[src/hw/rtl/cvmp_pkg.sv]
// Shared types, widths and constants of the CORDIC magnitude and phase pipeline.
package cvmp_pkg;

	localparam int DATA_WIDTH     = 16;
	localparam int ITERATIONS_DEF = 15;
	localparam int ITERATIONS_MAX = 16;

	// Wide enough for the CORDIC gain of about 1.65 on a folded full-scale input.
	localparam int XW = DATA_WIDTH + 4;
	// Phase accumulator with 16 fractional bits, covering about -pi/2 to 3pi/2.
	localparam int AW = 21;
	localparam int ANG_SHIFT = 4;

	localparam int GAIN_W = 17;
	localparam logic signed [GAIN_W-1:0] GAIN_Q16    = 17'sd39797;
	localparam logic signed [AW-1:0]     HALF_PI_Q16 = 21'sd102944;
	localparam logic signed [AW-1:0]     PI_Q16      = 21'sd205887;

	typedef struct packed {
		logic signed [DATA_WIDTH-1:0] real_part;
		logic signed [DATA_WIDTH-1:0] imag_part;
	} sample_t;

	typedef struct packed {
		logic        [DATA_WIDTH-1:0] magnitude;
		logic signed [DATA_WIDTH-1:0] angle;
	} result_t;

	typedef struct packed {
		logic signed [XW-1:0] x;
		logic signed [XW-1:0] y;
		logic signed [AW-1:0] th;
	} vec_t;

	// atan(2^-i) in radians with 16 fractional bits, rounded to nearest.
	function automatic logic signed [AW-1:0] atan_q16(input logic [3:0] idx);
		logic signed [AW-1:0] r;
		unique case (idx)
			4'd0:    r = 21'sd51472;
			4'd1:    r = 21'sd30386;
			4'd2:    r = 21'sd16055;
			4'd3:    r = 21'sd8150;
			4'd4:    r = 21'sd4091;
			4'd5:    r = 21'sd2047;
			4'd6:    r = 21'sd1024;
			4'd7:    r = 21'sd512;
			4'd8:    r = 21'sd256;
			4'd9:    r = 21'sd128;
			4'd10:   r = 21'sd64;
			4'd11:   r = 21'sd32;
			4'd12:   r = 21'sd16;
			4'd13:   r = 21'sd8;
			4'd14:   r = 21'sd4;
			default: r = 21'sd2;
		endcase
		return r;
	endfunction

endpackage

[src/hw/rtl/cvmp_prerot.sv]
// Input stage that folds a sample into the right half plane and seeds the phase.
module cvmp_prerot (
	input  logic             clk,
	input  logic             arst_n,
	input  logic             vld_in,
	input  cvmp_pkg::sample_t sample_in,
	output logic             vld_out,
	output cvmp_pkg::vec_t   vec_out
);
	import cvmp_pkg::*;

	logic signed [XW-1:0] xe;
	logic signed [XW-1:0] ye;
	vec_t                 vec_d;
	vec_t                 vec_s1;
	logic                 vld_s1;

	assign xe = XW'(sample_in.real_part);
	assign ye = XW'(sample_in.imag_part);

	// A negative real part with zero imaginary part takes the second-quadrant path.
	always_comb begin
		priority if (xe < 0 && ye >= 0) begin
			vec_d.x  = ye;
			vec_d.y  = -xe;
			vec_d.th = HALF_PI_Q16;
		end else if (xe < 0) begin
			vec_d.x  = -xe;
			vec_d.y  = -ye;
			vec_d.th = PI_Q16;
		end else begin
			vec_d.x  = xe;
			vec_d.y  = ye;
			vec_d.th = '0;
		end
	end

	always_ff @(posedge clk or negedge arst_n) begin
		if (!arst_n) begin
			vld_s1 <= 1'b0;
		end else begin
			vld_s1 <= vld_in;
		end
	end

	always_ff @(posedge clk) begin
		vec_s1 <= vec_d;
	end

	assign vld_out = vld_s1;
	assign vec_out = vec_s1;

endmodule

[src/hw/rtl/cvmp_stage.sv]
// One registered CORDIC vectoring micro-rotation with a fixed shift.
module cvmp_stage #(
	parameter int SHIFT = 0
) (
	input  logic           clk,
	input  logic           arst_n,
	input  logic           vld_in,
	input  cvmp_pkg::vec_t vec_in,
	output logic           vld_out,
	output cvmp_pkg::vec_t vec_out
);
	import cvmp_pkg::*;

	logic signed [XW-1:0] xs;
	logic signed [XW-1:0] ys;
	logic signed [AW-1:0] step;
	vec_t                 vec_d;
	vec_t                 vec_s1;
	logic                 vld_s1;

	// Arithmetic shifts round toward minus infinity, as the format requires.
	assign xs   = vec_in.x >>> SHIFT;
	assign ys   = vec_in.y >>> SHIFT;
	assign step = atan_q16(4'(SHIFT));

	always_comb begin
		if (!vec_in.y[XW-1]) begin
			vec_d.x  = vec_in.x + ys;
			vec_d.y  = vec_in.y - xs;
			vec_d.th = vec_in.th + step;
		end else begin
			vec_d.x  = vec_in.x - ys;
			vec_d.y  = vec_in.y + xs;
			vec_d.th = vec_in.th - step;
		end
	end

	always_ff @(posedge clk or negedge arst_n) begin
		if (!arst_n) begin
			vld_s1 <= 1'b0;
		end else begin
			vld_s1 <= vld_in;
		end
	end

	always_ff @(posedge clk) begin
		vec_s1 <= vec_d;
	end

	assign vld_out = vld_s1;
	assign vec_out = vec_s1;

endmodule

[src/hw/rtl/cvmp_scale.sv]
// Output stages: gain multiply and phase truncation, then clamp of the magnitude.
module cvmp_scale (
	input  logic              clk,
	input  logic              arst_n,
	input  logic              vld_in,
	input  cvmp_pkg::vec_t    vec_in,
	output logic              vld_out,
	output cvmp_pkg::result_t res_out
);
	import cvmp_pkg::*;

	localparam int PW = XW + GAIN_W;

	logic signed [PW-1:0]         prod_s1;
	logic signed [DATA_WIDTH-1:0] ang_s1;
	logic                         vld_s1;
	result_t                      res_d;
	result_t                      res_s2;
	logic                         vld_s2;

	always_comb begin
		res_d.angle = ang_s1;
		priority if (prod_s1[PW-1]) begin
			res_d.magnitude = '0;
		end else if (|prod_s1[PW-2:DATA_WIDTH+16]) begin
			res_d.magnitude = '1;
		end else begin
			res_d.magnitude = prod_s1[DATA_WIDTH+15:16];
		end
	end

	always_ff @(posedge clk or negedge arst_n) begin
		if (!arst_n) begin
			vld_s1 <= 1'b0;
			vld_s2 <= 1'b0;
		end else begin
			vld_s1 <= vld_in;
			vld_s2 <= vld_s1;
		end
	end

	always_ff @(posedge clk) begin
		prod_s1 <= PW'(vec_in.x) * PW'(GAIN_Q16);
		ang_s1  <= vec_in.th[DATA_WIDTH+ANG_SHIFT-1:ANG_SHIFT];
		res_s2  <= res_d;
	end

	assign vld_out = vld_s2;
	assign res_out = res_s2;

endmodule

[src/hw/rtl/cordic_vector_magnitude_phase.sv]
// CORDIC vectoring pipeline: magnitude and phase of one complex sample per clock.
// Throughput: one transaction every cycle; busy is always low, since the fixed
// pipeline of one fold stage, ITERATIONS rotation stages and two scaling stages never stalls.
// Reset: arst_n clears only the valid bits; data registers are not reset.
// The receiver cannot stall: each result is shown for one cycle while done is high.
module cordic_vector_magnitude_phase #(
	parameter int ITERATIONS = cvmp_pkg::ITERATIONS_DEF
) (
	input  logic              clk,
	input  logic              arst_n,
	input  logic              start,
	output logic              busy,
	input  cvmp_pkg::sample_t sample,
	output logic              done,
	output cvmp_pkg::result_t result
);
	import cvmp_pkg::*;

	// Stage k of these arrays is the output of the k-th register stage after the fold.
	vec_t vec_p [ITERATIONS+1];
	logic vld_p [ITERATIONS+1];

	// The pipeline advances every cycle, so a new transaction is always taken.
	assign busy = 1'b0;

	// Fold second- and third-quadrant samples into the right half plane.
	cvmp_prerot u_prerot (
		.clk       (clk),
		.arst_n    (arst_n),
		.vld_in    (start),
		.sample_in (sample),
		.vld_out   (vld_p[0]),
		.vec_out   (vec_p[0])
	);

	// One micro-rotation per stage; stage i shifts by i and uses atan(2^-i).
	for (genvar i = 0; i < ITERATIONS; i++) begin : g_rot
		cvmp_stage #(
			.SHIFT (i)
		) u_stage (
			.clk     (clk),
			.arst_n  (arst_n),
			.vld_in  (vld_p[i]),
			.vec_in  (vec_p[i]),
			.vld_out (vld_p[i+1]),
			.vec_out (vec_p[i+1])
		);
	end

	// Remove the CORDIC gain, clamp the magnitude and cut the phase to 12 fractional bits.
	cvmp_scale u_scale (
		.clk     (clk),
		.arst_n  (arst_n),
		.vld_in  (vld_p[ITERATIONS]),
		.vec_in  (vec_p[ITERATIONS]),
		.vld_out (done),
		.res_out (result)
	);

endmodule
[config.mk]
export PLATFORM = sky130hd
export DESIGN_NAME = cordic_vector_magnitude_phase
export DESIGN_NICKNAME = d
export VERILOG_FILES = /design/src/hw/rtl/cvmp_pkg.sv /design/src/hw/rtl/cvmp_prerot.sv /design/src/hw/rtl/cvmp_stage.sv /design/src/hw/rtl/cvmp_scale.sv /design/src/hw/rtl/cordic_vector_magnitude_phase.sv
export SDC_FILE = /design/constraint.sdc
export NUM_CORES = 2
export LEC_CHECK = 0
export BUFFER_PORTS_ARGS = -buffer_cell sky130_fd_sc_hd__buf_2
export CORE_AREA = 5 5 396 398
export DETAILED_ROUTE_END_ITERATION = 10
export DIE_AREA = 0 0 401 403
export HOLD_SLACK_MARGIN = 0.03
export SKIP_LAST_GASP = 1
export SLEW_MARGIN = 20
export SYNTH_ARGS = -nofsm -noshare
export SYNTH_HDL_FRONTEND = slang
export SYNTH_SLANG_ARGS = --single-unit
[constraint.sdc]
create_clock -name clk -period 6.8 [get_ports clk]
set_input_delay 0.68 -clock clk [delete_from_list [all_inputs] [get_ports clk]]
set_output_delay 0.68 -clock clk [all_outputs]
set_load 0.05 [all_outputs]
* Yosys cells after proc, flatten, opt, wreduce, memory -nomap -nowiden
Index checks and enable logic that the tools add are counted.
** Storage, ports and cells
- Flip-flop bits (word level) :: 1058
- Bits of input ports :: 35
- Output and inout bits :: 34
- Logic and storage cells :: 183
** Cells by class
- Add/subtract/negate cells :: 91
- Multipliers :: 1
- Magnitude comparators :: 2
- Multiplexer cells :: 18
- Reductions and logical operators :: 2
** Operators by type and width (count)
- $mux 61 :: 17
- $add 21x12->21 const B :: 2
- $sub 21x12->21 const B :: 2
- $add 20x10->20 :: 2
- $add 20x11->20 :: 2
- $add 20x12->20 :: 2
- $add 20x13->20 :: 2
- $add 20x14->20 :: 2
- $add 20x15->20 :: 2
- $add 20x16->20 :: 2
- $add 20x17->20 :: 2
- $add 20x18->20 :: 2
- $add 20x19->20 :: 2
- $add 20x6->20 :: 2
- $add 20x7->20 :: 2
- $add 20x8->20 :: 2
- $add 20x9->20 :: 2
- $neg 16->20 :: 2
- $sub 20x10->20 :: 2
- $sub 20x11->20 :: 2
- $sub 20x12->20 :: 2
- $sub 20x13->20 :: 2
- $sub 20x14->20 :: 2
- $sub 20x15->20 :: 2
- 42 further kinds :: 51

* Longest topological paths before layout
- Depth in word-level cells :: 3
- Gate-level depth with buffers :: 23
- Gate-level depth less buffers :: 23

* Modules after synthesis
Synthesis repeated with hierarchy kept, for this count alone.
** Unflattened totals
- Cell total of the unflattened synthesis :: 9036
- Area total of the unflattened synthesis :: 78970.7 sq um
** By module, submodules not included
- cvmp_scale :: instances 1, cells an instance 873, area an instance 8802.2 sq um
- cvmp_stage (g_rot[0].u_stage) :: instances 1, cells an instance 620, area an instance 5159.9 sq um
- cvmp_stage (g_rot[3].u_stage) :: instances 1, cells an instance 600, area an instance 4969.8 sq um
- cvmp_stage (g_rot[2].u_stage) :: instances 1, cells an instance 577, area an instance 4887.2 sq um
- cvmp_stage (g_rot[5].u_stage) :: instances 1, cells an instance 552, area an instance 4734.5 sq um
- cvmp_stage (g_rot[1].u_stage) :: instances 1, cells an instance 529, area an instance 4642.0 sq um
- cvmp_stage (g_rot[4].u_stage) :: instances 1, cells an instance 523, area an instance 4530.6 sq um
- cvmp_stage (g_rot[14].u_stage) :: instances 1, cells an instance 525, area an instance 4513.1 sq um
- cvmp_stage (g_rot[8].u_stage) :: instances 1, cells an instance 520, area an instance 4463.0 sq um
- cvmp_stage (g_rot[11].u_stage) :: instances 1, cells an instance 497, area an instance 4371.7 sq um
- cvmp_stage (g_rot[10].u_stage) :: instances 1, cells an instance 512, area an instance 4362.9 sq um
- cvmp_stage (g_rot[12].u_stage) :: instances 1, cells an instance 492, area an instance 4309.1 sq um
- cvmp_stage (g_rot[7].u_stage) :: instances 1, cells an instance 487, area an instance 4294.1 sq um
- cvmp_stage (g_rot[9].u_stage) :: instances 1, cells an instance 494, area an instance 4236.6 sq um
- 4 more rows

* Worst setup path before layout
OpenSTA, ideal clock, no wires.
- Path kind :: register to register
- Start point :: register g_rot[14].u_stage.vec_s1, in the netlist g_rot[14].u_stage.vec_out[60]
- End point :: register u_scale.prod_s1[36]
- Data arrival time :: 5.465 ns
- Required time :: 6.652 ns
- Path slack :: 1.187 ns
- Stages on the path, launching flop included :: 20
- Buffers on the path :: 0
- Cells stage by stage :: dfxtp_1 ha_1 fa_1 inv_1 fa_1 fa_1 fa_1 inv_1 fa_1 inv_1 ha_1 a21o_1 a21o_1 a21oi_1 o21ai_0 a221oi_1 o21ai_0 a41o_1 o22a_1 xor2_1
** On the way
- Cells in the longest elaborated chain, start to end :: 1
** Ends and longest elaborated chain
- start: declaration :: line cvmp_stage.sv:18 : vec_t vec_s1;
- start signal: assignment :: line cvmp_stage.sv:47 : vec_s1 <= vec_d;
- $mul 20x17->37 :: line cvmp_scale.sv:43 : prod_s1 <= PW'(vec_in.x) * PW'(GAIN_Q16);
- end signal: assignment :: line cvmp_scale.sv:43
- end: declaration :: line cvmp_scale.sv:14 : logic signed [PW-1:0] prod_s1;
Every way passes these cells.
A chain may end at the register's enable or synchronous reset.

* Worst setup path in the final report
- Start point :: register g_rot[14].u_stage.vec_s1, in the netlist g_rot[14].u_stage.vec_out[48]
- End point :: register u_scale.prod_s1[28]
The elaborated chain is that of the path after synthesis.

==> flow_metrics.env <==
export IMPL_synth_compound_gate_area_share_pct=16.8
export IMPL_synth_warning_count=0
export IMPL_grt_pass1_wl_um=265000
export IMPL_die_area_mm2=0.162
export IMPL_cp_data_arrival_time_ps=6860
export IMPL_detailed_route_drc_error_count=0
export IMPL_mappedNetlistNets=8914
export IMPL_tritoncts="done"
export IMPL_syn_instance_count=7720
export IMPL_synthSimpleGateAreaFrac_pct=13.7
export IMPL_synth_xor_xnor_area_share_pct=12.6
export IMPL_clock_root_buffer="sky130_fd_sc_hd__clkbuf_16"
export IMPL_fmax_mhz=160
export IMPL_grt_total_usage_pct=19.6
export IMPL_drive_gt1_share_pct=4.72
export IMPL_crit_type="reg2reg"
export IMPL_final_hold_violation_count=0
export IMPL_worst_endpoint_required_ps=7410
export IMPL_crit_path_end_kind="flip-flop"
export IMPL_final_number_of_max_transition_violations=0
export IMPL_skew_ps=41.2
export IMPL_numClockSinks=968
export IMPL_yosys_mux_area_fraction_pct=0.709
export IMPL_mostFrequentLayoutCell="sky130_fd_sc_hd__ha_1"
export IMPL_synth_adder_area_share_pct=23.3
export IMPL_drt_vias_per_instance=5.32
export IMPL_numCtsBuffers=111
export IMPL_gpl_final_weighted_congestion=0.885
export IMPL_synth_ff_type="sky130_fd_sc_hd__dfxtp_1"
export IMPL_first_pass_iters=6
export IMPL_setup_total_negative_slack_ps=0
export IMPL_seq_area_frac_synth_pct=28.6
export IMPL_status="finished, final reports clean"
export IMPL_grt_antenna_before_repair=7
export IMPL_crit_fanout=8
export IMPL_number_of_max_cap_violations=0
export IMPL_yosysUniqueCellTypes=79
export IMPL_min_delay_path_class="in2reg"
export IMPL_port_buffers=67
export IMPL_ffs_w_async_s_r_synth_pct=1.86
export IMPL_grt_max_degree=66
export IMPL_io_pins=69
export IMPL_setup_violations_final=0
export IMPL_route_met2_wl_um=73000
export IMPL_layout_nets=9008
export IMPL_place_detailed_hpwl_um=132000
export IMPL_met1_length_um=78100
export IMPL_critical_path_startpoint_type="flip-flop"
export IMPL_core_region_area_mm2=0.153
export IMPL_synth_avg_cell_area_um2=8.83
export IMPL_finalCriticalPeriod_ps=6250
export IMPL_insertion_delay_ps=730
export IMPL_synth_cell_area_mm2=0.0681
export IMPL_layout_cells_most_common_list="976 x sky130_fd_sc_hd__ha_1, 949 x sky130_fd_sc_hd__dfxtp_1, 733 x sky130_fd_sc_hd__nor2_1"
export IMPL_grt_overflow_total=0
export IMPL_synth_edff_count=0
export IMPL_chipHeight_um=403
export IMPL_synth_seq_cells=968
export IMPL_final_wl_um=163000
export IMPL_grt_pass1_vias=51100
export IMPL_die_width_um=401
export IMPL_floorplan_initialDensity_pct=44.5
export IMPL_clock_path_buffers=3
export IMPL_post_route_period_util_pct=91.9
export IMPL_highest_signal_layer="met5"
export IMPL_timing_slew_headroom_pct=30.6
export IMPL_clock_slew_seen_by_the_registers_of_the_worst_setup_and_hold_paths_ps=60
export IMPL_drtAntennaViolNets=0
export IMPL_wire_per_inst_um=16.3
export IMPL_core_rowCount=144
export IMPL_drt_first_iter_violations=3252
export IMPL_area_growth_syn_to_layout_pct=9.70
export IMPL_largest_family_of_logic_cells_by_synthesized_area="adder cells"
export IMPL_vias=53000
export IMPL_rsz0062_at_grt="false"
export IMPL_htreeDepth=3
export IMPL_worstMarginPinSlew_ps=1030
export IMPL_met3_length_um=7050
==> cells by family (layout without fill, tap and decap cells) <==
logic type               after synthesis  after routing
AO/OA/AOI/OAI                       1809           1809
XOR/XNOR                             984            984
adder cells (fa/ha/maj)             1159           1159
buffers and inverters                770            957
flip-flops                           968            968
multiplexers                          46             46
other                                  1              3
AND/OR/NAND/NOR                     1983           1983
==> repair_timing <==
item,in CTS,in global routing
hold buffers,1,0
gates resized for setup,0,0
setup buffers,0,0
hold endpoints to repair,18,0
==> flip-flops by register name, summed over array words and instances, names as in the netlist <==
register	flops
u_prerot.vec_out	43
u_scale.ang_s1	16
g_rot.u_stage.vec_out	838
u_scale.prod_s1	21
u_scale.vld_out	1
u_prerot.vld_out	1
u_scale.res_out	32
u_scale.vld_s1	1
g_rot.u_stage.vld_out	15
==> worst max-delay path: stages, from the launching register on <==
cell	delay [ps]
sky130_fd_sc_hd__dfxtp_1	590
sky130_fd_sc_hd__ha_1	340
sky130_fd_sc_hd__inv_1	140
sky130_fd_sc_hd__fa_1	450
sky130_fd_sc_hd__fa_1	490
sky130_fd_sc_hd__fa_1	490
sky130_fd_sc_hd__inv_1	50
sky130_fd_sc_hd__fa_1	500
sky130_fd_sc_hd__fa_1	490
sky130_fd_sc_hd__ha_1	310
sky130_fd_sc_hd__nand3_1	70
sky130_fd_sc_hd__or3_1	430
sky130_fd_sc_hd__a31oi_1	390
sky130_fd_sc_hd__o2111ai_1	230
sky130_fd_sc_hd__a21oi_1	370
sky130_fd_sc_hd__nor3_1	180
sky130_fd_sc_hd__o31ai_1	350
sky130_fd_sc_hd__a21oi_1	140
sky130_fd_sc_hd__xnor2_1	130
==> synth_stat cells (14+ instances only) <==
| cell type | count | area share (%) |
|---|---|---|
| sky130_fd_sc_hd__ha_1 | 976 | 18 |
| sky130_fd_sc_hd__a41oi_1 | 14 | 0.18 |
| sky130_fd_sc_hd__nor2_1 | 733 | 4.0 |
| sky130_fd_sc_hd__inv_1 | 655 | 3.6 |
| sky130_fd_sc_hd__a211o_1 | 17 | 0.22 |
| sky130_fd_sc_hd__and3_1 | 87 | 0.80 |
| sky130_fd_sc_hd__o41ai_1 | 31 | 0.40 |
| sky130_fd_sc_hd__nand4_1 | 26 | 0.24 |
| sky130_fd_sc_hd__a21oi_1 | 657 | 4.8 |
| sky130_fd_sc_hd__nand3_1 | 113 | 0.83 |
| sky130_fd_sc_hd__a21boi_0 | 44 | 0.48 |
| sky130_fd_sc_hd__o21ai_0 | 348 | 2.6 |
| sky130_fd_sc_hd__nor3_1 | 249 | 1.8 |
| sky130_fd_sc_hd__xnor2_1 | 692 | 8.9 |
| sky130_fd_sc_hd__o21a_1 | 65 | 0.72 |
| sky130_fd_sc_hd__xor2_1 | 292 | 3.8 |
| sky130_fd_sc_hd__or2_2 | 31 | 0.28 |
| sky130_fd_sc_hd__and2_1 | 55 | 0.50 |
| sky130_fd_sc_hd__dfrtp_1 | 18 | 0.66 |
| sky130_fd_sc_hd__o41a_1 | 18 | 0.30 |
| sky130_fd_sc_hd__or3_1 | 53 | 0.49 |
| sky130_fd_sc_hd__a211oi_1 | 36 | 0.40 |
| sky130_fd_sc_hd__nand2b_1 | 97 | 0.89 |
| sky130_fd_sc_hd__nor4_1 | 56 | 0.51 |
| sky130_fd_sc_hd__o211ai_1 | 26 | 0.29 |
| sky130_fd_sc_hd__o21bai_1 | 88 | 0.97 |
| sky130_fd_sc_hd__nand2_1 | 338 | 1.9 |
| sky130_fd_sc_hd__fa_1 | 183 | 5.4 |
| sky130_fd_sc_hd__mux2i_1 | 28 | 0.41 |
| sky130_fd_sc_hd__clkbuf_1 | 85 | 0.47 |
| sky130_fd_sc_hd__dfxtp_1 | 950 | 28 |
| sky130_fd_sc_hd__nor2b_1 | 98 | 0.90 |
| sky130_fd_sc_hd__a31oi_1 | 55 | 0.50 |
| sky130_fd_sc_hd__mux2_2 | 18 | 0.30 |
| sky130_fd_sc_hd__a21o_1 | 192 | 2.1 |
| sky130_fd_sc_hd__buf_1 | 21 | 0.12 |
| sky130_fd_sc_hd__a31o_2 | 16 | 0.21 |
| sky130_fd_sc_hd__o22ai_1 | 21 | 0.19 |
| sky130_fd_sc_hd__o31ai_1 | 23 | 0.25 |
==> stage by stage <==
step	util (%)	setup slack (ps)	instance area, µm²	instances	hold slack (ps)
after floorplan	-	1190	68100	7720	310
after global placement	46.3	566	70800	9744	310
after detailed placement	46.3	555	70800	9744	312
after CTS	48.9	544	74700	9951	116
after global routing	48.9	77.6	74700	9951	130
final	48.9	548	74700	9953	185
==> layout make-up <==
class | instances | area, µm²
fillers | 14500 | 78200
multi-input cells | 5982 | 45800
flip-flops and latches | 968 | 19500
clock buffers | 141 | 3070
well taps | 2044 | 2560
inverters | 658 | 2470
clock inverters | 65 | 862
repair buffers | 93 | 533
diodes | 2 | 5.00
==> path summary, 6_finish.rpt <==
path	slack, ps	from	end	cells past startpoint
hold / removal	180	start	u_prerot.vld_out	1
min in group asynchronous	420	arst_n	u_scale.vld_s1	2
setup / recovery	550	g_rot[14].u_stage.vec_out[48]	u_scale.prod_s1[28]	18
hold reg to reg	310	g_rot[14].u_stage.vec_out[18]	u_scale.ang_s1[14]	0
setup reg to reg	550	g_rot[14].u_stage.vec_out[48]	u_scale.prod_s1[28]	18
max in group asynchronous	6070	arst_n	g_rot[3].u_stage.vld_out	2
==> routing by layer <==
layer	up-vias	global-route usage, %
li1	27000	-
met5	-	0
met1	24800	26.9
met4	2	5.36
met3	251	3.26
met2	882	32.1
Power is left out: the tool's default activity adds up to more than one toggle a clock period on the data nets, which glitch-free logic cannot reach.
